[src/rtl/assert_macros.svh]
// ----------------------------------------------------------------------------
// Assertion macros
// Shared concurrent assertion forms. They expect signals named clk and rst_n
// in the module that uses them.
// ----------------------------------------------------------------------------
`ifndef ASSERT_MACROS_SVH
`define ASSERT_MACROS_SVH

// Same-cycle implication, disabled while reset is asserted.
`define ALU8_ASSERT_IMP(label, ante, cons, msg) \
    label: assert property (@(posedge clk) disable iff (!rst_n) (ante) |-> (cons)) \
        else $error(msg);

// Next-cycle implication, disabled while reset is asserted.
`define ALU8_ASSERT_NXT(label, ante, cons, msg) \
    label: assert property (@(posedge clk) disable iff (!rst_n) (ante) |=> (cons)) \
        else $error(msg);

`endif

[src/rtl/alu8_pkg.sv]
// ----------------------------------------------------------------------------
// alu8_pkg
// Operation codes, decoded micro-operation type and constants shared by the
// 8-bit ALU and flags unit.
// ----------------------------------------------------------------------------
package alu8_pkg;

    localparam int unsigned QUEUE_DEPTH_DEF = 2;

    // Bit positions in the status byte NV-BDIZC.
    localparam int unsigned FLAG_N = 7;
    localparam int unsigned FLAG_V = 6;
    localparam int unsigned FLAG_I = 2;
    localparam int unsigned FLAG_Z = 1;
    localparam int unsigned FLAG_C = 0;

    typedef enum logic [4:0] {
        OP_ORA = 5'd0,
        OP_AND = 5'd1,
        OP_EOR = 5'd2,
        OP_ADC = 5'd3,
        OP_SBC = 5'd4,
        OP_BIT = 5'd5,
        OP_ASL = 5'd6,
        OP_LSR = 5'd7,
        OP_ROL = 5'd8,
        OP_ROR = 5'd9,
        OP_SLO = 5'd10,
        OP_RLA = 5'd11,
        OP_SRE = 5'd12,
        OP_RRA = 5'd13,
        OP_ANC = 5'd14,
        OP_ALR = 5'd15,
        OP_ARR = 5'd16,
        OP_CLC = 5'd17,
        OP_SEC = 5'd18,
        OP_CLI = 5'd19,
        OP_PLA = 5'd20,
        OP_PLP = 5'd21,
        OP_BRT = 5'd22
    } op_t;

    typedef enum logic [3:0] {
        CLS_NONE,
        CLS_LOGIC,
        CLS_ADD,
        CLS_BIT,
        CLS_SHIFT,
        CLS_RMW,
        CLS_ANC,
        CLS_ALR,
        CLS_ARR,
        CLS_FLAG,
        CLS_PLA,
        CLS_PLP,
        CLS_BRANCH
    } cls_t;

    typedef enum logic [1:0] {
        LF_OR,
        LF_AND,
        LF_EOR
    } logic_fn_t;

    typedef enum logic [1:0] {
        SF_ASL,
        SF_LSR,
        SF_ROL,
        SF_ROR
    } shift_fn_t;

    typedef enum logic [1:0] {
        FF_CLC,
        FF_SEC,
        FF_CLI
    } flag_fn_t;

    typedef enum logic [1:0] {
        COND_N = 2'd0,
        COND_V = 2'd1,
        COND_C = 2'd2,
        COND_Z = 2'd3
    } cond_t;

    // One classified operation as it travels from the front end to the
    // execute stage.
    typedef struct packed {
        cls_t      cls;
        logic_fn_t logic_fn;
        shift_fn_t shift_fn;
        flag_fn_t  flag_fn;
        logic      invert_operand;
        logic      shift_acc;
        logic      rmw_add;
        logic      mem_write;
        logic [7:0] operand;
        cond_t     cond_flag;
        logic      cond_when_set;
    } uop_t;

endpackage

[src/rtl/alu8_cmd_if.sv]
// ----------------------------------------------------------------------------
// alu8_cmd_if
// Operation channel: valid/ready handshake with the operation payload.
// ----------------------------------------------------------------------------
interface alu8_cmd_if;

    logic       valid;
    logic       ready;
    logic [4:0] op;
    logic [7:0] operand;
    logic       on_accumulator;
    logic [1:0] cond_flag;
    logic       cond_when_set;

    modport source (
        output valid,
        output op,
        output operand,
        output on_accumulator,
        output cond_flag,
        output cond_when_set,
        input  ready
    );

    modport sink (
        input  valid,
        input  op,
        input  operand,
        input  on_accumulator,
        input  cond_flag,
        input  cond_when_set,
        output ready
    );

endinterface

[src/rtl/alu8_res_if.sv]
// ----------------------------------------------------------------------------
// alu8_res_if
// Result channel: valid/ready handshake with accumulator, status and
// write-back payload.
// ----------------------------------------------------------------------------
interface alu8_res_if;

    logic       valid;
    logic       ready;
    logic [7:0] acc_out;
    logic [7:0] status_out;
    logic [7:0] mem_value;
    logic       mem_write;
    logic       branch_taken;

    modport source (
        output valid,
        output acc_out,
        output status_out,
        output mem_value,
        output mem_write,
        output branch_taken,
        input  ready
    );

    modport sink (
        input  valid,
        input  acc_out,
        input  status_out,
        input  mem_value,
        input  mem_write,
        input  branch_taken,
        output ready
    );

endinterface

[src/rtl/alu8_front.sv]
// ----------------------------------------------------------------------------
// alu8_front
// Accepts operations and classifies them into a micro-operation held in a
// register stage ahead of the queue.
// ----------------------------------------------------------------------------
module alu8_front (
    input  logic              clk,
    input  logic              rst_n,
    alu8_cmd_if.sink          cmd,
    output alu8_pkg::uop_t    uop,
    output logic              uop_valid,
    input  logic              uop_ready
);

    alu8_pkg::uop_t uop_reg;
    alu8_pkg::uop_t uop_next;
    logic           valid_reg;
    logic           take;

    assign cmd.ready = !valid_reg || uop_ready;
    assign take      = cmd.valid && cmd.ready;

    always_comb
    begin
        uop_next                = '0;
        uop_next.cls            = alu8_pkg::CLS_NONE;
        uop_next.logic_fn       = alu8_pkg::LF_OR;
        uop_next.shift_fn       = alu8_pkg::SF_ASL;
        uop_next.flag_fn        = alu8_pkg::FF_CLC;
        uop_next.operand        = cmd.operand;
        uop_next.cond_flag      = alu8_pkg::cond_t'(cmd.cond_flag);
        uop_next.cond_when_set  = cmd.cond_when_set;
        case (alu8_pkg::op_t'(cmd.op))
            alu8_pkg::OP_ORA:
            begin
                uop_next.cls      = alu8_pkg::CLS_LOGIC;
                uop_next.logic_fn = alu8_pkg::LF_OR;
            end
            alu8_pkg::OP_AND:
            begin
                uop_next.cls      = alu8_pkg::CLS_LOGIC;
                uop_next.logic_fn = alu8_pkg::LF_AND;
            end
            alu8_pkg::OP_EOR:
            begin
                uop_next.cls      = alu8_pkg::CLS_LOGIC;
                uop_next.logic_fn = alu8_pkg::LF_EOR;
            end
            alu8_pkg::OP_ADC:
            begin
                uop_next.cls = alu8_pkg::CLS_ADD;
            end
            alu8_pkg::OP_SBC:
            begin
                uop_next.cls            = alu8_pkg::CLS_ADD;
                uop_next.invert_operand = 1'b1;
            end
            alu8_pkg::OP_BIT:
            begin
                uop_next.cls = alu8_pkg::CLS_BIT;
            end
            alu8_pkg::OP_ASL, alu8_pkg::OP_LSR, alu8_pkg::OP_ROL, alu8_pkg::OP_ROR:
            begin
                uop_next.cls       = alu8_pkg::CLS_SHIFT;
                uop_next.shift_acc = cmd.on_accumulator;
                uop_next.mem_write = !cmd.on_accumulator;
                case (alu8_pkg::op_t'(cmd.op))
                    alu8_pkg::OP_LSR: uop_next.shift_fn = alu8_pkg::SF_LSR;
                    alu8_pkg::OP_ROL: uop_next.shift_fn = alu8_pkg::SF_ROL;
                    alu8_pkg::OP_ROR: uop_next.shift_fn = alu8_pkg::SF_ROR;
                    default:          uop_next.shift_fn = alu8_pkg::SF_ASL;
                endcase
            end
            alu8_pkg::OP_SLO:
            begin
                uop_next.cls       = alu8_pkg::CLS_RMW;
                uop_next.shift_fn  = alu8_pkg::SF_ASL;
                uop_next.logic_fn  = alu8_pkg::LF_OR;
                uop_next.mem_write = 1'b1;
            end
            alu8_pkg::OP_RLA:
            begin
                uop_next.cls       = alu8_pkg::CLS_RMW;
                uop_next.shift_fn  = alu8_pkg::SF_ROL;
                uop_next.logic_fn  = alu8_pkg::LF_AND;
                uop_next.mem_write = 1'b1;
            end
            alu8_pkg::OP_SRE:
            begin
                uop_next.cls       = alu8_pkg::CLS_RMW;
                uop_next.shift_fn  = alu8_pkg::SF_LSR;
                uop_next.logic_fn  = alu8_pkg::LF_EOR;
                uop_next.mem_write = 1'b1;
            end
            alu8_pkg::OP_RRA:
            begin
                uop_next.cls       = alu8_pkg::CLS_RMW;
                uop_next.shift_fn  = alu8_pkg::SF_ROR;
                uop_next.rmw_add   = 1'b1;
                uop_next.mem_write = 1'b1;
            end
            alu8_pkg::OP_ANC: uop_next.cls = alu8_pkg::CLS_ANC;
            alu8_pkg::OP_ALR: uop_next.cls = alu8_pkg::CLS_ALR;
            alu8_pkg::OP_ARR: uop_next.cls = alu8_pkg::CLS_ARR;
            alu8_pkg::OP_CLC:
            begin
                uop_next.cls     = alu8_pkg::CLS_FLAG;
                uop_next.flag_fn = alu8_pkg::FF_CLC;
            end
            alu8_pkg::OP_SEC:
            begin
                uop_next.cls     = alu8_pkg::CLS_FLAG;
                uop_next.flag_fn = alu8_pkg::FF_SEC;
            end
            alu8_pkg::OP_CLI:
            begin
                uop_next.cls     = alu8_pkg::CLS_FLAG;
                uop_next.flag_fn = alu8_pkg::FF_CLI;
            end
            alu8_pkg::OP_PLA: uop_next.cls = alu8_pkg::CLS_PLA;
            alu8_pkg::OP_PLP: uop_next.cls = alu8_pkg::CLS_PLP;
            alu8_pkg::OP_BRT: uop_next.cls = alu8_pkg::CLS_BRANCH;
            default:          uop_next.cls = alu8_pkg::CLS_NONE;
        endcase
    end

    always_ff @(posedge clk or negedge rst_n)
    begin
        if (!rst_n)
        begin
            valid_reg <= 1'b0;
        end
        else if (cmd.ready)
        begin
            valid_reg <= cmd.valid;
        end
    end

    always_ff @(posedge clk)
    begin
        if (take)
        begin
            uop_reg <= uop_next;
        end
    end

    assign uop       = uop_reg;
    assign uop_valid = valid_reg;

endmodule

[src/rtl/alu8_queue.sv]
// ----------------------------------------------------------------------------
// alu8_queue
// Short first-in first-out queue of micro-operations between the front end
// and the execute stage.
// ----------------------------------------------------------------------------
`include "assert_macros.svh"

module alu8_queue #(
    parameter int unsigned DEPTH = alu8_pkg::QUEUE_DEPTH_DEF
) (
    input  logic           clk,
    input  logic           rst_n,
    input  alu8_pkg::uop_t push_uop,
    input  logic           push_valid,
    output logic           push_ready,
    output alu8_pkg::uop_t pop_uop,
    output logic           pop_valid,
    input  logic           pop_ready
);

    localparam int unsigned PTR_W = (DEPTH > 1) ? $clog2(DEPTH) : 1;
    localparam int unsigned CNT_W = $clog2(DEPTH + 1);
    localparam logic [PTR_W-1:0] PTR_LAST = PTR_W'(DEPTH - 1);
    localparam logic [CNT_W-1:0] CNT_FULL = CNT_W'(DEPTH);

    alu8_pkg::uop_t   entry_reg [DEPTH];
    logic [PTR_W-1:0] wr_ptr_reg;
    logic [PTR_W-1:0] wr_ptr_next;
    logic [PTR_W-1:0] rd_ptr_reg;
    logic [PTR_W-1:0] rd_ptr_next;
    logic [CNT_W-1:0] count_reg;
    logic [CNT_W-1:0] count_next;
    logic             push;
    logic             pop;

    assign push_ready = (count_reg != CNT_FULL);
    assign pop_valid  = (count_reg != '0);
    assign push       = push_valid && push_ready;
    assign pop        = pop_valid && pop_ready;
    assign pop_uop    = entry_reg[rd_ptr_reg];

    always_comb
    begin
        wr_ptr_next = wr_ptr_reg;
        rd_ptr_next = rd_ptr_reg;
        count_next  = count_reg;
        if (push)
        begin
            wr_ptr_next = (wr_ptr_reg == PTR_LAST) ? '0 : wr_ptr_reg + 1'b1;
        end
        if (pop)
        begin
            rd_ptr_next = (rd_ptr_reg == PTR_LAST) ? '0 : rd_ptr_reg + 1'b1;
        end
        if (push && !pop)
        begin
            count_next = count_reg + 1'b1;
        end
        else if (pop && !push)
        begin
            count_next = count_reg - 1'b1;
        end
    end

    always_ff @(posedge clk or negedge rst_n)
    begin
        if (!rst_n)
        begin
            wr_ptr_reg <= '0;
            rd_ptr_reg <= '0;
            count_reg  <= '0;
        end
        else
        begin
            wr_ptr_reg <= wr_ptr_next;
            rd_ptr_reg <= rd_ptr_next;
            count_reg  <= count_next;
        end
    end

    always_ff @(posedge clk)
    begin
        if (push)
        begin
            entry_reg[wr_ptr_reg] <= push_uop;
        end
    end

    `ALU8_ASSERT_IMP(a_count_bound, 1'b1, count_reg <= CNT_FULL, "queue count beyond depth")
    `ALU8_ASSERT_NXT(a_push_grows, push && !pop, count_reg != '0, "push left queue empty")
    `ALU8_ASSERT_IMP(a_ptr_match, count_reg == '0, wr_ptr_reg == rd_ptr_reg, "empty queue with pointers apart")

endmodule

[src/rtl/alu8_back.sv]
// ----------------------------------------------------------------------------
// alu8_back
// Execute stage: holds the accumulator and status byte, carries out one micro-operation
// per cycle unless the result channel stalls, and registers the result for the output channel.
// ----------------------------------------------------------------------------
`include "assert_macros.svh"

module alu8_back (
    input  logic           clk,
    input  logic           rst_n,
    input  alu8_pkg::uop_t uop,
    input  logic           uop_valid,
    output logic           uop_ready,
    alu8_res_if.source     res
);

    logic [7:0] acc_reg;
    logic [7:0] acc_next;
    logic [7:0] p_reg;
    logic [7:0] p_next;
    logic       res_valid_reg;
    logic [7:0] mem_value_reg;
    logic [7:0] mem_value_next;
    logic       mem_write_reg;
    logic       mem_write_next;
    logic       taken_reg;
    logic       taken_next;

    logic       pop;
    logic       cin;
    logic [7:0] src;
    logic [7:0] sres;
    logic       sc;
    logic [7:0] lin;
    logic [7:0] lres;
    logic [7:0] addend;
    logic       acin;
    logic [8:0] sum;
    logic       add_v;
    logic [7:0] and_t;
    logic [7:0] arr_res;
    logic       cond_bit;

    function automatic logic [7:0] with_nz(input logic [7:0] p, input logic [7:0] v);
        logic [7:0] r;
        r                   = p;
        r[alu8_pkg::FLAG_N] = v[7];
        r[alu8_pkg::FLAG_Z] = (v == 8'h00);
        return r;
    endfunction

    assign uop_ready = !res_valid_reg || res.ready;
    assign pop       = uop_valid && uop_ready;

    always_comb
    begin
        cin = p_reg[alu8_pkg::FLAG_C];
        src = uop.shift_acc ? acc_reg : uop.operand;
        case (uop.shift_fn)
            alu8_pkg::SF_LSR:
            begin
                sres = {1'b0, src[7:1]};
                sc   = src[0];
            end
            alu8_pkg::SF_ROL:
            begin
                sres = {src[6:0], cin};
                sc   = src[7];
            end
            alu8_pkg::SF_ROR:
            begin
                sres = {cin, src[7:1]};
                sc   = src[0];
            end
            default:
            begin
                sres = {src[6:0], 1'b0};
                sc   = src[7];
            end
        endcase

        // Combined operations feed the shifted memory byte into the logic
        // unit and the adder in place of the operand.
        lin = (uop.cls == alu8_pkg::CLS_RMW) ? sres : uop.operand;
        case (uop.logic_fn)
            alu8_pkg::LF_AND: lres = acc_reg & lin;
            alu8_pkg::LF_EOR: lres = acc_reg ^ lin;
            default:          lres = acc_reg | lin;
        endcase

        if (uop.cls == alu8_pkg::CLS_RMW)
        begin
            addend = sres;
            acin   = sc;
        end
        else
        begin
            addend = uop.invert_operand ? ~uop.operand : uop.operand;
            acin   = cin;
        end
        sum   = {1'b0, acc_reg} + {1'b0, addend} + {8'h00, acin};
        add_v = ~(acc_reg[7] ^ addend[7]) & (acc_reg[7] ^ sum[7]);

        and_t   = acc_reg & uop.operand;
        arr_res = {cin, and_t[7:1]};

        case (uop.cond_flag)
            alu8_pkg::COND_N: cond_bit = p_reg[alu8_pkg::FLAG_N];
            alu8_pkg::COND_V: cond_bit = p_reg[alu8_pkg::FLAG_V];
            alu8_pkg::COND_C: cond_bit = p_reg[alu8_pkg::FLAG_C];
            default:          cond_bit = p_reg[alu8_pkg::FLAG_Z];
        endcase

        acc_next       = acc_reg;
        p_next         = p_reg;
        mem_value_next = 8'h00;
        mem_write_next = 1'b0;
        taken_next     = 1'b0;

        case (uop.cls)
            alu8_pkg::CLS_LOGIC:
            begin
                acc_next = lres;
                p_next   = with_nz(p_reg, lres);
            end
            alu8_pkg::CLS_ADD:
            begin
                acc_next                    = sum[7:0];
                p_next                      = with_nz(p_reg, sum[7:0]);
                p_next[alu8_pkg::FLAG_V]    = add_v;
                p_next[alu8_pkg::FLAG_C]    = sum[8];
            end
            alu8_pkg::CLS_BIT:
            begin
                p_next[alu8_pkg::FLAG_N] = uop.operand[7];
                p_next[alu8_pkg::FLAG_V] = uop.operand[6];
                p_next[alu8_pkg::FLAG_Z] = (and_t == 8'h00);
            end
            alu8_pkg::CLS_SHIFT:
            begin
                p_next                   = with_nz(p_reg, sres);
                p_next[alu8_pkg::FLAG_C] = sc;
                if (uop.shift_acc)
                begin
                    acc_next = sres;
                end
                else
                begin
                    mem_value_next = sres;
                    mem_write_next = uop.mem_write;
                end
            end
            alu8_pkg::CLS_RMW:
            begin
                mem_value_next = sres;
                mem_write_next = uop.mem_write;
                if (uop.rmw_add)
                begin
                    acc_next                 = sum[7:0];
                    p_next                   = with_nz(p_reg, sum[7:0]);
                    p_next[alu8_pkg::FLAG_V] = add_v;
                    p_next[alu8_pkg::FLAG_C] = sum[8];
                end
                else
                begin
                    acc_next                 = lres;
                    p_next                   = with_nz(p_reg, lres);
                    p_next[alu8_pkg::FLAG_C] = sc;
                end
            end
            alu8_pkg::CLS_ANC:
            begin
                acc_next                 = and_t;
                p_next                   = with_nz(p_reg, and_t);
                p_next[alu8_pkg::FLAG_C] = and_t[7];
            end
            alu8_pkg::CLS_ALR:
            begin
                acc_next                 = {1'b0, and_t[7:1]};
                p_next                   = with_nz(p_reg, {1'b0, and_t[7:1]});
                p_next[alu8_pkg::FLAG_C] = and_t[0];
            end
            alu8_pkg::CLS_ARR:
            begin
                acc_next                 = arr_res;
                p_next                   = with_nz(p_reg, arr_res);
                p_next[alu8_pkg::FLAG_C] = arr_res[6];
                p_next[alu8_pkg::FLAG_V] = arr_res[6] ^ arr_res[5];
            end
            alu8_pkg::CLS_FLAG:
            begin
                case (uop.flag_fn)
                    alu8_pkg::FF_SEC: p_next[alu8_pkg::FLAG_C] = 1'b1;
                    alu8_pkg::FF_CLI: p_next[alu8_pkg::FLAG_I] = 1'b0;
                    default:          p_next[alu8_pkg::FLAG_C] = 1'b0;
                endcase
            end
            alu8_pkg::CLS_PLA:
            begin
                acc_next = uop.operand;
                p_next   = with_nz(p_reg, uop.operand);
            end
            alu8_pkg::CLS_PLP:
            begin
                p_next = uop.operand;
            end
            alu8_pkg::CLS_BRANCH:
            begin
                taken_next = (cond_bit == uop.cond_when_set);
            end
            default:
            begin
                acc_next = acc_reg;
            end
        endcase
    end

    always_ff @(posedge clk or negedge rst_n)
    begin
        if (!rst_n)
        begin
            acc_reg       <= 8'h00;
            p_reg         <= 8'h00;
            res_valid_reg <= 1'b0;
        end
        else
        begin
            if (pop)
            begin
                acc_reg <= acc_next;
                p_reg   <= p_next;
            end
            if (uop_ready)
            begin
                res_valid_reg <= uop_valid;
            end
        end
    end

    always_ff @(posedge clk)
    begin
        if (pop)
        begin
            mem_value_reg <= mem_value_next;
            mem_write_reg <= mem_write_next;
            taken_reg     <= taken_next;
        end
    end

    assign res.valid        = res_valid_reg;
    assign res.acc_out      = acc_reg;
    assign res.status_out   = p_reg;
    assign res.mem_value    = mem_value_reg;
    assign res.mem_write    = mem_write_reg;
    assign res.branch_taken = taken_reg;

    `ALU8_ASSERT_NXT(a_pop_shows, pop, res_valid_reg, "executed item not presented")
    `ALU8_ASSERT_NXT(a_hold_state, !uop_ready, $stable({acc_reg, p_reg}), "state moved in stall")
    `ALU8_ASSERT_IMP(a_memv_zero, res_valid_reg && !mem_write_reg, mem_value_reg == 8'h00, "write-back byte without write")

endmodule

[src/rtl/cpu_8bit_alu_flags_unit.sv]
// ----------------------------------------------------------------------------
// cpu_8bit_alu_flags_unit
// Binary-mode execute unit of an 8-bit CPU: accumulator, status byte and the
// ALU, split into a classifying front end, a short queue and an execute stage.
//
//   Channel  Direction  Payload
//   cmd      in         op, operand, on_accumulator, cond_flag, cond_when_set
//   res      out        acc_out, status_out, mem_value, mem_write, branch_taken
//
// One item per cycle is sustained while results are taken, dependent items included, as
// the execute stage updates the accumulator and status itself. A result passes through
// the front register, a queue entry and the execute registers before it is shown.
// Reset clears the accumulator, the status byte and all valid state.
// A stalled result holds the execute stage; the queue and front end take items
// until they fill, and the input stays held until the queue count shows a freed entry.
// ----------------------------------------------------------------------------
module cpu_8bit_alu_flags_unit #(
    parameter int unsigned QUEUE_DEPTH = alu8_pkg::QUEUE_DEPTH_DEF
) (
    input  logic       clk,
    input  logic       rst_n,
    alu8_cmd_if.sink   cmd,
    alu8_res_if.source res
);

    alu8_pkg::uop_t front_uop;
    logic           front_valid;
    logic           front_ready;
    alu8_pkg::uop_t queue_uop;
    logic           queue_valid;
    logic           queue_ready;

    alu8_front u_front (
        .clk       (clk),
        .rst_n     (rst_n),
        .cmd       (cmd),
        .uop       (front_uop),
        .uop_valid (front_valid),
        .uop_ready (front_ready)
    );

    alu8_queue #(
        .DEPTH (QUEUE_DEPTH)
    ) u_queue (
        .clk        (clk),
        .rst_n      (rst_n),
        .push_uop   (front_uop),
        .push_valid (front_valid),
        .push_ready (front_ready),
        .pop_uop    (queue_uop),
        .pop_valid  (queue_valid),
        .pop_ready  (queue_ready)
    );

    alu8_back u_back (
        .clk       (clk),
        .rst_n     (rst_n),
        .uop       (queue_uop),
        .uop_valid (queue_valid),
        .uop_ready (queue_ready),
        .res       (res)
    );

endmodule
[src/flat_wrapper.sv]
// flat-port wrapper written by rule: the top's interface ports become plain ports
module cpu_8bit_alu_flags_unit_flat 
#(
    parameter int unsigned QUEUE_DEPTH = alu8_pkg::QUEUE_DEPTH_DEF
)
  (clk, rst_n, cmd_valid, cmd_op, cmd_operand, cmd_on_accumulator, cmd_cond_flag, cmd_cond_when_set, cmd_ready, res_valid, res_acc_out, res_status_out, res_mem_value, res_mem_write, res_branch_taken, res_ready);
  alu8_cmd_if cmd_i ();
  alu8_res_if res_i ();
  input  logic clk;
  input  logic rst_n;
  input wire logic [$bits(cmd_i.valid)-1:0] cmd_valid;
  input wire logic [$bits(cmd_i.op)-1:0] cmd_op;
  input wire logic [$bits(cmd_i.operand)-1:0] cmd_operand;
  input wire logic [$bits(cmd_i.on_accumulator)-1:0] cmd_on_accumulator;
  input wire logic [$bits(cmd_i.cond_flag)-1:0] cmd_cond_flag;
  input wire logic [$bits(cmd_i.cond_when_set)-1:0] cmd_cond_when_set;
  output wire logic [$bits(cmd_i.ready)-1:0] cmd_ready;
  output wire logic [$bits(res_i.valid)-1:0] res_valid;
  output wire logic [$bits(res_i.acc_out)-1:0] res_acc_out;
  output wire logic [$bits(res_i.status_out)-1:0] res_status_out;
  output wire logic [$bits(res_i.mem_value)-1:0] res_mem_value;
  output wire logic [$bits(res_i.mem_write)-1:0] res_mem_write;
  output wire logic [$bits(res_i.branch_taken)-1:0] res_branch_taken;
  input wire logic [$bits(res_i.ready)-1:0] res_ready;
  assign cmd_i.valid = cmd_valid;
  assign cmd_i.op = cmd_op;
  assign cmd_i.operand = cmd_operand;
  assign cmd_i.on_accumulator = cmd_on_accumulator;
  assign cmd_i.cond_flag = cmd_cond_flag;
  assign cmd_i.cond_when_set = cmd_cond_when_set;
  assign cmd_ready = cmd_i.ready;
  assign res_valid = res_i.valid;
  assign res_acc_out = res_i.acc_out;
  assign res_status_out = res_i.status_out;
  assign res_mem_value = res_i.mem_value;
  assign res_mem_write = res_i.mem_write;
  assign res_branch_taken = res_i.branch_taken;
  assign res_i.ready = res_ready;
  cpu_8bit_alu_flags_unit #(.QUEUE_DEPTH(QUEUE_DEPTH)) u_core (.clk(clk), .rst_n(rst_n), .cmd(cmd_i), .res(res_i));
endmodule
[config.mk]
export PLATFORM = sky130hd
export DESIGN_NAME = cpu_8bit_alu_flags_unit_flat
export DESIGN_NICKNAME = d
export VERILOG_FILES = /design/src/rtl/alu8_pkg.sv /design/src/rtl/alu8_cmd_if.sv /design/src/rtl/alu8_res_if.sv /design/src/rtl/alu8_front.sv /design/src/rtl/alu8_queue.sv /design/src/rtl/alu8_back.sv /design/src/rtl/cpu_8bit_alu_flags_unit.sv /design/src/flat_wrapper.sv
export VERILOG_INCLUDE_DIRS = /design/src /design/src/rtl
export SDC_FILE = /design/constraint.sdc
export NUM_CORES = 1
export LEC_CHECK = 0
export BUFFER_PORTS_ARGS = -buffer_cell sky130_fd_sc_hd__clkbuf_2
export CORE_AREA = 2 2 91 158
export DETAILED_ROUTE_END_ITERATION = 12
export DIE_AREA = 0 0 93 160
export PLACE_DENSITY = 0.78
export SETUP_SLACK_MARGIN = 0.15
export SYNTH_ARGS = -nofsm -noshare
export SYNTH_HDL_FRONTEND = slang
export SYNTH_SLANG_ARGS = --single-unit
export TNS_END_PERCENT = 100
[constraint.sdc]
create_clock -name clk -period 8.76 [get_ports clk]
set_input_delay 0.876 -clock clk [delete_from_list [all_inputs] [get_ports clk]]
set_output_delay 0.876 -clock clk [all_outputs]
set_load 0.005 [all_outputs]
-- After elaboration in Yosys (flattened, before gate mapping)
Memory sizes are Yosys's and may differ from the RTL's.
Cells that the tools add are included.
- memory bits (writable): 50
- memory bits (read-only): 0
- latch bits: 0
- memories: 1
- register bits after elaboration: 57
- output and inout port bits: 28
- word-level logic and storage cells: 183
- eq/ne operators: 49
- shift operators: 0
- magnitude comparators: 0
- reduce and logical (&&, ||, !) cells: 47
- add/subtract/negate cells: 6
- bitwise operators: 16
- multiplexer cells: 38
- multipliers: 0
- div/mod/pow operators: 0
- memories (memory ; depth ; bits a word ; read ports ; clocked after memory_dff ; write ports ; RTL line ; text):
    u_core.u_queue.entry_reg ; 2 ; 25 ; 1 ; 0 ; 1 ; alu8_queue.sv:26 ; alu8_pkg::uop_t entry_reg [DEPTH];
- operator list (cell ; number):
    2-to-1 mux 8 bit ; 8
    one-hot mux 8 bit (8 select lines) ; 1
    logical NOT 8 bit ; 6
    one-hot mux 4 bit (12 select lines) ; 1
    equality test 5 x 4 -> 1 bit (second input constant) ; 8
    equality test 5 bit (second input constant) ; 7
    one-hot mux 8 bit (2 select lines) ; 2
    one-hot mux 8 bit (3 select lines) ; 1
    equality test 4 bit (second input constant) ; 5
    equality test 5 x 3 -> 1 bit (second input constant) ; 4
    one-hot mux 2 bit (9 select lines) ; 1
    nonzero test 9 bit ; 2
    AND 8 bit ; 2
    equality test 4 x 3 -> 1 bit (second input constant) ; 4
    OR reduction 2 bit ; 7
    equality test 2 bit (second input constant) ; 5
    equality test 5 x 2 -> 1 bit (second input constant) ; 2
    2-to-1 mux 1 bit ; 10
    adder 8 x 8 -> 9 bit ; 1
    adder 9 x 1 -> 9 bit ; 1
    one-hot mux 1 bit (9 select lines) ; 1
    AND reduction 3 bit ; 3
    equality test 2 x 1 -> 1 bit (second input constant) ; 4
    equality test 4 x 2 -> 1 bit (second input constant) ; 2
    other kinds (37) ; 68

-- Logic depth before layout (Yosys ltp)
Gate-level depths: netlist (run 1).
An unclocked memory read counts as a cell.
- word-level depth: 10
- mapped depth: 18

-- Hierarchy
A second synthesis (run 1) with hierarchy kept.
- cell total of the unflattened synthesis: 553
- area total of the unflattened synthesis: 6523.8 um^2
- modules (own cells, without submodules) (module ; area each (um^2) ; sequential area each (um^2) ; cells an instance ; times used):
    alu8_back ; 3284.4 ; 725.7 ; 378 ; 1
    alu8_queue ; 2099.5 ; 1601.5 ; 96 ; 1
    alu8_front ; 1139.8 ; 775.7 ; 79 ; 1

-- Worst setup path before layout (run 1)
OpenSTA, ideal clock, no wires.
- path kind: reg-to-reg
- from: register u_core.u_queue.rd_ptr_reg
- to: register u_core.u_back.acc_reg[6], in the netlist u_core.u_back.res.acc_out[6]
- cell stages (with the launch flop): 19
- data required time: 8.678 ns
- setup slack: 4.822 ns
- arrival time: 3.855 ns
- library setup time: 0.082 ns
- path buffers: 4
- path through: dfrtp_1 -> buf_6 -> buf_8 -> buf_4 -> nor3b_2 -> nor2_1 -> nor2_4 -> buf_2 -> mux2i_1 -> mux2i_1 -> fa_1 -> inv_1 -> fa_1 -> nor2b_1 -> o31a_1 -> o31a_1 -> or3_1 -> o2111a_1 -> o22ai_1
- word-level cells in the longest chain between the ends: 8
- elaborated cells between the ends (all ways): 36
- classes of those cells: 2 x add/sub; 14 x eq/ne; 11 x mux; 5 x bitwise; 3 x reduce/logical; 1 x memory
- ends and longest elaborated chain (what ; RTL line ; text):
    start, declared ; alu8_queue.sv:29 ; logic [PTR_W-1:0] rd_ptr_reg;
    start signal, assigned ; alu8_queue.sv:76 ; rd_ptr_reg <= rd_ptr_next;
    memory (2 x 25 bit) (*) ; n/a ;
    equality test 2 bit (tied with other cells) ; alu8_back.sv:59 ; case (uop.shift_fn)
    one-hot mux 8 bit (3 select lines) (tied with other cells) ; alu8_back.sv:59 ;
    2-to-1 mux 8 bit (tied with other cells) ; alu8_back.sv:91 ; if (uop.cls == alu8_pkg::CLS_RMW)
    adder 8 x 8 -> 9 bit (tied with other cells) ; alu8_back.sv:101 ; sum = {1'b0, acc_reg} + {1'b0, addend} + {8'h00, acin};
    adder 9 x 1 -> 9 bit / one-hot mux 8 bit (2 select lines) (equally long branches) ; alu8_back.sv:101, alu8_back.sv:85 ;
    2-to-1 mux 8 bit ; alu8_back.sv:157 ; if (uop.rmw_add)
    one-hot mux 8 bit (8 select lines) ; alu8_back.sv:120 ; case (uop.cls)
    end signal, assigned ; alu8_back.sv:230 ; acc_reg <= acc_next;
    end, declared ; alu8_back.sv:17 ; logic [7:0] acc_reg;
Mark *: on every way between the ends. The rest lies on a longest branch, timed or not. The select of a mux whose other input is x is not followed.
A chain may end at the register's enable or synchronous reset.

-- Worst setup path in the final report (run 1)
Same ends and word-level chain as after synthesis.

==> results of run 1 <==
==> placed cells by master, fill, tap and decap left out, types with 10 or more instances in the layout <==
cell and n:
nor2_1 48, a21oi_1 35, o21ai_0 26, dfrtp_1 21, clkbuf_2 48, mux2i_1 39, inv_1 29, ha_1 27
nand2_1 40, a221oi_1 10, mux2_2 28, edfxtp_1 85, nand2b_1 10, nor3_1 13
==> synth_stat cells, drive strengths merged, types with 7 or more instances <==
library cell	n	area share, %
a211oi	7	0.98
a21oi	35	2.6
a221oi	10	1.3
a31oi	8	0.98
a32oi	7	0.92
buf	16	1.8
clkbuf	13	0.73
dfrtp	22	8.3
edfxtp	85	38
ha	27	5.1
inv	29	1.6
mux2	29	5.0
mux2i	40	6.2
nand2	40	2.3
nand2b	10	0.94
nand3	7	0.53
nor2	51	3.0
nor3	13	0.98
nor3b	8	0.98
nor4	8	0.75
o21ai	28	2.2
xnor2	8	1.1
==> critical path, delay by kind of cell, from the launching register on <==
kind                     cells  cell delay [ps]
multiplexers                 3              960
flip-flops                   1              340
buffers and inverters        2              640
adder cells (fa/ha/maj)      2              670
AO/OA/AOI/OAI                4              890
AND/OR/NAND/NOR              4             1310
==> cells by family after synthesis <==
kind of cell,synth area share (%)
muxes,12.19
and+or+nand+nor,13.51
AOI/OAI and AO/OA,16.20
buffers and inverters,4.176
DFF,46.65
xor gates and xnor gates,1.449
adders and majority gates,5.831
==> power by group through the flow <==
stage | sequential, mW | combinational, mW | clock (mW)
4_1_cts | 0.934 | 1.82 | 0.416
3_5_place_dp | 0.946 | 1.81 | 0
5_1_grt | 0.955 | 2.04 | 0.435
2_1_floorplan | 0.853 | 1.34 | 0
3_3_place_gp | 0.934 | 1.79 | 0
6_report | 0.938 | 1.90 | 0.408
==> through the flow <==
step	util (%)	instances
2_1_floorplan	-	599
3_3_place_gp	50.85	797
3_5_place_dp	50.85	797
4_1_cts	53.07	813
5_1_grt	53.07	813
6_report	53.07	813
==> worst max-delay path by stage <==
stage | to | slack [ps] | cells after the start
6_report | u_core.u_back.res.acc_out[6] | 3830 | 15
2_1_floorplan | u_core.u_back.res.acc_out[6] | 4820 | 18
4_1_cts | u_core.u_back.res.acc_out[6] | 3880 | 15
5_1_grt | u_core.u_back.res.acc_out[6] | 3460 | 15
3_5_place_dp | u_core.u_back.res.acc_out[6] | 3890 | 15
3_3_place_gp | u_core.u_back.res.acc_out[6] | 4020 | 15
==> final cells by class <==
cell class / instances / area [µm²] / share of cell area [%]
clock buffer: 9 / 225.2 / 3.099
timing repair buffer: 50 / 255.2 / 3.512
inverter: 29 / 108.9 / 1.498
multi-input combinational: 434 / 3273 / 45.04
clock inverter: 7 / 78.83 / 1.085
tap: 177 / 221.5 / 3.048
sequential: 107 / 3104 / 42.72
==> metal layers <==
metal,share of wire [%],wire length (µm)
met1,34,6519
met3,5.1,974
met2,52,10030
met4,8.4,1614
met5,0,0
==> qor.yml, run 1 <==
status: "finished, final reports clean"
place_area_um2: 6963
hold_start: "u_core.u_front.uop[8]"
fillers: 1253
endpoint_kind: "flip-flop"
cts_tree: "built"
antenna_left: 0
cts_sinks: 107
area_growth_pct: 9.255
hold-worst-slack_ps: 449.8
synth_cell_types: 82
avgSynthCellArea_um2: 11.10
ioPinCount: 49
drt_pass1_iterations: 7
worst_clock_skew_ps: 12.65
seqPwrFrac_pct: 28.9
dieArea_um2: 14880
root_buffer: "clkbuf_16"
start_util_pct: 48.57
final_nets: 681
rows: 57
leakagePower_nw: 2.786
use_met3_pct: 4.906
vias: 5120
p_sw_mw: 1.583
grt_max_degree: 65
clkTransAtPathRegs_ps: 80
diodes: 0
crit_type: "flip-flop to flip-flop"
wire_per_inst_um: 23.54
combinationalPowerShare_pct: 58.6
p_per_area_nw_per_um2: 447.0
crit_start: "u_core.u_queue.rd_ptr_reg"
seq_area_frac_synth_pct: 46.65
holdBufCountCts: 0
slew_violations: 0
max-slew-margin-rel_pct: 18.69
post-place-ws_ps: 3886
met2_usage_pct: 46.44
r2r_cells: 15
r2r_slack_ps: 3830
drt-total-wl_mm: 19.14
layout_setup_ws_ps: 3827
setup_viol: 0
p_total_mw: 3.248
cap_violations: 0
gp_congestion: 1.017
finalHoldViolCount: 0
port_buffers: 48
fmaxAchievable_mhz: 202.7
drc: 0
clk_latency_ps: 360
arrival_ps: 5210
cts_setup_buffers: 0
cts_resized: 0
syn_inst: 599
path_cells: "buf_4 -> mux2i_4 -> nand2_1 -> nor2_4 -> mux2i_1 -> mux2i_1 -> fa_1 -> inv_1 -> fa_1 -> nor2b_1 -> o31a_1 -> o31a_1 -> or3_1 -> o2111a_1 -> o22ai_1"
intPower_mw: 1.665
rsz0062_at_grt: "false"
slowest_delay_ps: 550
synth_seq_cells: 107
htree_levels: 3
holdPathStages: 0
r2r-end: "u_core.u_back.res.acc_out[6]"
cp-start-kind: "flip-flop"
numCtsBuffers: 9
period_minus_slack_ps: 4933
ys.flop_type: "edfxtp_1"
worst_slew_pin_slew_ps: 1218
dp_hpwl_mm: 14.54
die_w_um: 93
swShare_pct: 48.75
min_path_type: "flip-flop to flip-flop"
synth_warnings: 0
final_area_um2: 7267
grt_pass1_wl_mm: 29.11
grt_overflow: 0
coreArea_um2: 13690
syn_nets: 649
clk_path_buf_depth: 2
gr-max-usage-layer: "met2"
drive_gt1_share_pct: 19.03
peakVddDrop_mv: 0.1710
grt_util_all_layers_pct: 26.45
antenna_found_initial: 0
drtIter0Drc: 378
setup-tns-final_ps: 0
slowest_stage: "buf_4"
grt_pass1_vias: 5098
viasPerCell: 6.298
r2r_start: "u_core.u_queue.rd_ptr_reg"
syn_area_um2: 6651
synth-edff-count: 85
clockPowerShare_pct: 12.6
cp_max_fo: 64
fin_crit_sh_pct: 56.31
cp.required_ps: 9040
hold_end: "u_core.u_queue.entry_reg[1][8]"
synthArstFlopShare_pct: 20.56
largest_reg_flops: 50
die_y_um: 160
met1_usage_pct: 26.94
(Power assumes the default switching activity.)
==> inputs of run 2 (changes only) <==
==> constraint.sdc (replaced) <==
create_clock -name clk -period 4.8 [get_ports clk]
set_input_delay 0.48 -clock clk [delete_from_list [all_inputs] [get_ports clk]]
set_output_delay 0.48 -clock clk [all_outputs]
set_load 0.005 [all_outputs]
==> run 2 against run 1 <==
Core utilization increased by 0.58 points. Final cell count grew 1.2%. Clock skew shrank 0.52 ps. Final area grew 1.1%. Count of clock-buffer cells in the layout stayed put. Via count is 0.25% higher. First-iteration DRC count increased by 4.8%. Critical endpoint unchanged. Largest cell class unchanged. Largest power group unchanged. Highest routed layer unchanged.
==> qor.yml, run 2 (synthesis results as in run 1) <==
worst_clock_skew_ps: 12.12  # was 12.65 ps
cts_sinks: 107  # unchanged
maxUsedRoutingLayer: "met4"  # unchanged
clk_latency_ps: 350  # was 360 ps
crit_start: "u_core.u_queue.rd_ptr_reg"  # unchanged
dieArea_um2: 14880  # unchanged
endpoint_kind: "flip-flop"  # unchanged
wl_met2_mm: 9.547  # was 10.03 mm
die_w_um: 93  # unchanged
drc: 0  # unchanged
crit_type: "flip-flop to flip-flop"  # unchanged
period_minus_slack_ps: 4261  # was 4933 ps
p_per_area_nw_per_um2: 803.4  # was 447.0 nW/µm²
diodes: 0  # unchanged
clkTransAtPathRegs_ps: 80  # about the same
arrival_ps: 4530  # was 5210 ps
dp.cells: 807  # was 797
finalHoldViolCount: 0  # unchanged
setup-tns-final_ps: 0  # unchanged
grt_pass1_vias: 5199  # was 5098
cts_setup_buffers: 0  # unchanged
clk_path_buf_depth: 2  # unchanged
viasPerCell: 6.237  # was 6.298
area_growth_pct: 10.46  # was 9.255%
layout_setup_ws_ps: 539.4  # was 3827 ps
fmaxAchievable_mhz: 234.7  # was 202.7 MHz
max-slew-margin-rel_pct: 19.70  # was 18.69%
drtIter0Drc: 396  # was 378
fin_crit_sh_pct: 88.76  # was 56.31%
vias: 5133  # was 5120
holdBufCountCts: 0  # unchanged
fillers: 1225  # was 1253
antenna_found_initial: 0  # unchanged
met3WireLength_um: 890  # was 974 µm
rows: 57  # unchanged
final_core_util_pct: 53.65  # was 53.07%
setup_viol: 0  # unchanged
drt_pass1_iterations: 5  # was 7
cp.required_ps: 5070  # was 9040 ps
grt_overflow: 0  # unchanged
wl_met1_mm: 6.394  # was 6.519 mm
port_buffers: 48  # unchanged
post-place-ws_ps: 575.2  # was 3886 ps
htree_levels: 3  # unchanged
grt_pass1_wl_mm: 28.79  # was 29.11 mm
start_util_pct: 48.57  # unchanged
peakVddDrop_mv: 0.2527  # was 0.1710 mV
layout_commonest_cell: "edfxtp_1"  # unchanged
root_buffer: "clkbuf_16"  # unchanged
gp_congestion: 1.055  # was 1.017
drive_gt1_share_pct: 20.28  # was 19.03%
cts_resized: 0  # unchanged
p_total_mw: 5.903  # was 3.248 mW
status: "finished, final reports clean"  # unchanged
leakagePower_nw: 2.833  # was 2.786 nW
numCtsBuffers: 9  # unchanged
grt_util_all_layers_pct: 25.92  # was 26.45%
cts_tree: "built"  # unchanged
slew_violations: 0  # unchanged
drt-total-wl_mm: 18.80  # was 19.14 mm
instances_no_fill: 823  # was 813
r2r_start: "u_core.u_queue.rd_ptr_reg"  # unchanged
min_path_type: "input port to asynchronous set/reset pin"  # was flip-flop to flip-flop
wire_per_inst_um: 22.84  # was 23.54 µm
coreArea_um2: 13690  # unchanged
antenna_left: 0  # unchanged
layout_common_cells: "edfxtp_1 (85), nor2_1 (48), clkbuf_2 (48)"  # unchanged
cp-start-kind: "flip-flop"  # unchanged
cap_violations: 0  # unchanged
dp_hpwl_mm: 14.62  # was 14.54 mm
worst_slew_pin_slew_ps: 1197  # was 1218 ps
die_y_um: 160  # unchanged
rsz0062_at_grt: "false"  # unchanged
grt_max_degree: 32  # was 65
largest_reg_flops: 50  # unchanged
ioPinCount: 49  # unchanged
final_nets: 691  # was 681
cp_max_fo: 31  # was 64
==> run 2: cell types whose count changed in the layout (fill, tap and decap cells not counted), sizes merged <==
cell,before,now
buf,2,12
clkinv,2,3
clkinvlp,0,1
inv,34,32
==> run 2: final timing paths <==
check	cells after the start	to	slack, ps
worst max-delay path	15	u_core.u_back.res.acc_out[6]	540
worst min-delay path	1	u_core.u_back.res.status_out[5]	150
worst max register to register	15	u_core.u_back.res.acc_out[6]	540
worst min register to register	0	u_core.u_queue.entry_reg[1][23]	440
max in group asynchronous	1	u_core.u_queue.rd_ptr_reg	4170
min in group clk	1	u_core.u_front.uop[2]	300
==> run 2: metal layers <==
metal / global-route usage (%) / vias to the layer above
met4: 24.20 / 0
met3: 4.434 / 104
met2: 44.89 / 215
li1: - / 2354
met1: 25.28 / 2460
met5: 0 / -
==> run 2: layout make-up <==
| type | instances | area, µm² | share of cell area (%) |
|---|---|---|---|
| multi-input combinational | 434 | 3273 | 44.55 |
| sequential | 107 | 3104 | 42.25 |
| timing repair buffer | 60 | 334.1 | 4.547 |
| clock buffer | 9 | 225.2 | 3.065 |
| tap | 177 | 221.5 | 3.014 |
| inverter | 29 | 108.9 | 1.482 |
| clock inverter | 7 | 80.08 | 1.090 |
==> run 2: stage by stage <==
step	instance area (µm²)	hold WS, ps
after global placement	7038	423.0
after detailed placement	7038	429.8
after floorplan	6651	184.4
after global routing	7347	181.5
after CTS	7343	162.8
final	7347	150.2
==> run 2: where the power goes <==
part,internal (mW),switching (mW),total [mW]
Clock,0.371,0.361,0.732
Combinational,1.36,2.13,3.48
Sequential,1.37,0.319,1.69
Total,3.09,2.81,5.90
==> run 2: worst max-delay path: stages, from the launching register on <==
cell and delay, ps:
dfrtp_2 510, buf_6 230, and3b_1 190, o21ai_0 150
o221ai_1 380, mux2i_1 430, mux2i_1 160, fa_1 460
inv_1 90, fa_1 220, nor2b_1 70, o31a_1 270
o31a_1 260, or3_1 410, o2111a_1 250, o22ai_1 110
==> inputs of run 3 (changes only) <==
--- a/config.mk
+++ b/config.mk
@@ -11,6 +11,7 @@
 export DETAILED_ROUTE_END_ITERATION = 12
 export DIE_AREA = 0 0 93 160
 export PLACE_DENSITY = 0.78
+export REMOVE_ABC_BUFFERS = 1
 export SETUP_SLACK_MARGIN = 0.15
 export SYNTH_ARGS = -nofsm -noshare
 export SYNTH_HDL_FRONTEND = slang
==> run 3 against run 2 <==
First-iteration DRC count increased by 18%. Wire length up 2.3%. Count of clock-buffer cells in the layout increased by 1. Setup slack improved by 240 ps. Total power is 0.86% higher. Worst hold slack improved by 6.7 ps. Final cell count up 0.12%. Sequential cell count unchanged. Sequential share of layout area fell by 0.16 points. Combinational power increased by 1%. Sequential power down 2%. Critical endpoint is now u_core.u_back.res.status_out[7].
==> qor.yml, run 3 (synthesis results as in run 1) <==
die_y_um: 160  # unchanged
drtIter0Drc: 467  # was 396
maxUsedRoutingLayer: "met4"  # unchanged
largest_reg_flops: 50  # unchanged
worst_slew_pin_slew_ps: 1273  # was 1197 ps
worst_clock_skew_ps: 12.16  # was 12.12 ps
htree_levels: 3  # unchanged
drc: 0  # unchanged
start_util_pct: 48.57  # unchanged
finalHoldViolCount: 0  # unchanged
holdBufCountCts: 0  # unchanged
path_cells: "buf_12 -> nand2b_1 -> and2_1 -> mux2_2 -> a21oi_1 -> inv_1 -> o21ai_0 -> ha_1 -> a211oi_1 -> o21ai_0 -> o22ai_1 -> xnor2_1 -> a221oi_1 -> a31oi_1"  # was buf_6 -> and3b_1 -> o21ai_0 -> o221ai_1 -> mux2i_1 -> mux2i_1 -> fa_1 -> inv_1 -> fa_1 -> nor2b_1 -> o31a_1 -> o31a_1 -> or3_1 -> o2111a_1 -> o22ai_1
place_area_um2: 7058  # was 7038 µm²
endpoint_kind: "flip-flop"  # unchanged
coreArea_um2: 13690  # unchanged
fin_crit_sh_pct: 83.81  # was 88.76%
slew_violations: 0  # unchanged
setup-tns-final_ps: 0  # unchanged
met3WireLength_um: 897  # was 890 µm
peakVddDrop_mv: 0.3567  # was 0.2527 mV
clk_latency_ps: 350  # about the same
die_w_um: 93  # unchanged
grt_pass1_wl_mm: 29.79  # was 28.79 mm
final_area_um2: 7376  # was 7347 µm²
slowest_stage: "dfrtp_2"  # unchanged
grt_pass1_vias: 5306  # was 5199
slowest_delay_ps: 450  # was 510 ps
leakagePower_nw: 2.854  # was 2.833 nW
wl_met2_mm: 9.794  # was 9.547 mm
cp_max_fo: 61  # was 31
clkTransAtPathRegs_ps: 80  # about the same
crit_type: "flip-flop to flip-flop"  # unchanged
p_total_mw: 5.954  # was 5.903 mW
grt_util_all_layers_pct: 26.69  # was 25.92%
hold-worst-slack_ps: 156.9  # was 150.2 ps
setup_viol: 0  # unchanged
multi_input_comb_area_um2: 3273  # unchanged
final_core_util_pct: 53.87  # was 53.65%
drt-total-wl_mm: 19.22  # was 18.80 mm
cts_setup_buffers: 0  # unchanged
final_nets: 692  # was 691
min_path_type: "input port to asynchronous set/reset pin"  # unchanged
cp_common_cell: "o21ai_0"
numCtsBuffers: 9  # unchanged
port_buffers: 48  # unchanged
wire_per_inst_um: 23.33  # was 22.84 µm
grt_max_degree: 62  # was 32
antenna_found_initial: 0  # unchanged
status: "finished, final reports clean"  # unchanged
wl_met1_mm: 6.759  # was 6.394 mm
dieArea_um2: 14880  # unchanged
viasPerCell: 6.273  # was 6.237
root_buffer: "clkbuf_16"  # unchanged
clk_path_buf_depth: 2  # unchanged
max-slew-margin-rel_pct: 14.59  # was 19.70%
cts_sinks: 107  # unchanged
grt_overflow: 0  # unchanged
vias: 5169  # was 5133
drt_pass1_iterations: 5  # unchanged
period_minus_slack_ps: 4023  # was 4261 ps
antenna_left: 0  # unchanged
area_growth_pct: 10.89  # was 10.46%
cts_resized: 0  # unchanged
fillers: 1204  # was 1225
gp_congestion: 1.012  # was 1.055
drive_gt1_share_pct: 20.40  # was 20.28%
layout_common_cells: "edfxtp_1 (85), nor2_1 (48), clkbuf_2 (48)"  # unchanged
ioPinCount: 49  # unchanged
cap_violations: 0  # unchanged
rsz0062_at_grt: "false"  # unchanged
dp_hpwl_mm: 14.75  # was 14.62 mm
r2r_start: "u_core.u_queue.rd_ptr_reg"  # unchanged
cp.required_ps: 5020  # was 5070 ps
rows: 57  # unchanged
layout_commonest_cell: "edfxtp_1"  # unchanged
p_per_area_nw_per_um2: 807.2  # was 803.4 nW/µm²
cp-start-kind: "flip-flop"  # unchanged
fmaxAchievable_mhz: 248.6  # was 234.7 MHz
crit_start: "u_core.u_queue.rd_ptr_reg"  # unchanged
cts_tree: "built"  # unchanged
diodes: 0  # unchanged
arrival_ps: 4240  # was 4530 ps
regArea_um2: 3104  # unchanged
## run 3: changes by cell type in the layout (fill, tap and decap cells not counted), sizes merged
cell      change
bufinv        +1
clkinv        -1
clkbuf        +1
clkinvlp      -1
buf           +1
## run 3: cell type report
cell class	instances	area share, %
Multi-Input combinational cell	434	44.38
Sequential cell	107	42.09
Timing Repair Buffer	61	4.750
Clock buffer	10	3.240
Tap cell	177	3.003
Inverter	29	1.476
Clock inverter	6	1.069
## run 3: power breakdown
group | total, mW | switching, mW | leakage, nW | internal (mW)
Clock | 0.791 | 0.361 | 0.157 | 0.431
Combinational | 3.52 | 2.15 | 1.62 | 1.37
Sequential | 1.65 | 0.278 | 1.08 | 1.37
## run 3: path summary, 6_finish.rpt
path                                                         to  slack [ps]  cells after the start
worst max-delay path            u_core.u_back.res.status_out[7]         780                     14
worst min-delay path               u_core.u_back.res.acc_out[7]         160                      1
worst max register to register  u_core.u_back.res.status_out[7]         780                     14
worst min register to register  u_core.u_queue.entry_reg[1][24]         440                      0
max in group asynchronous             u_core.u_queue.rd_ptr_reg        4140                      1
min in group clk                          u_core.u_front.uop[0]         300                      1
## run 3: through the flow
stage | cells | setup WS, ps
after global placement | 808 | 891.5
after CTS | 824 | 789.9
after global routing | 824 | 469.2
after detailed placement | 808 | 788.7
after floorplan | 570 | -265.7
final | 824 | 777.2
## run 3: layer usage
metal | vias to the layer above | global-route usage [%]
met5 | - | 0
met4 | 0 | 22.66
met3 | 89 | 3.868
met2 | 235 | 45.82
met1 | 2489 | 27.96
li1 | 2356 | -
## run 3: worst max-delay path, delay by kind of cell (launching register included)
kind,cells,cell delay [ps]
flip-flops,1,450
XOR/XNOR,1,150
AO/OA/AOI/OAI,7,1670
adder cells (fa/ha/maj),1,270
AND/OR/NAND/NOR,2,500
buffers and inverters,2,390
multiplexers,1,420
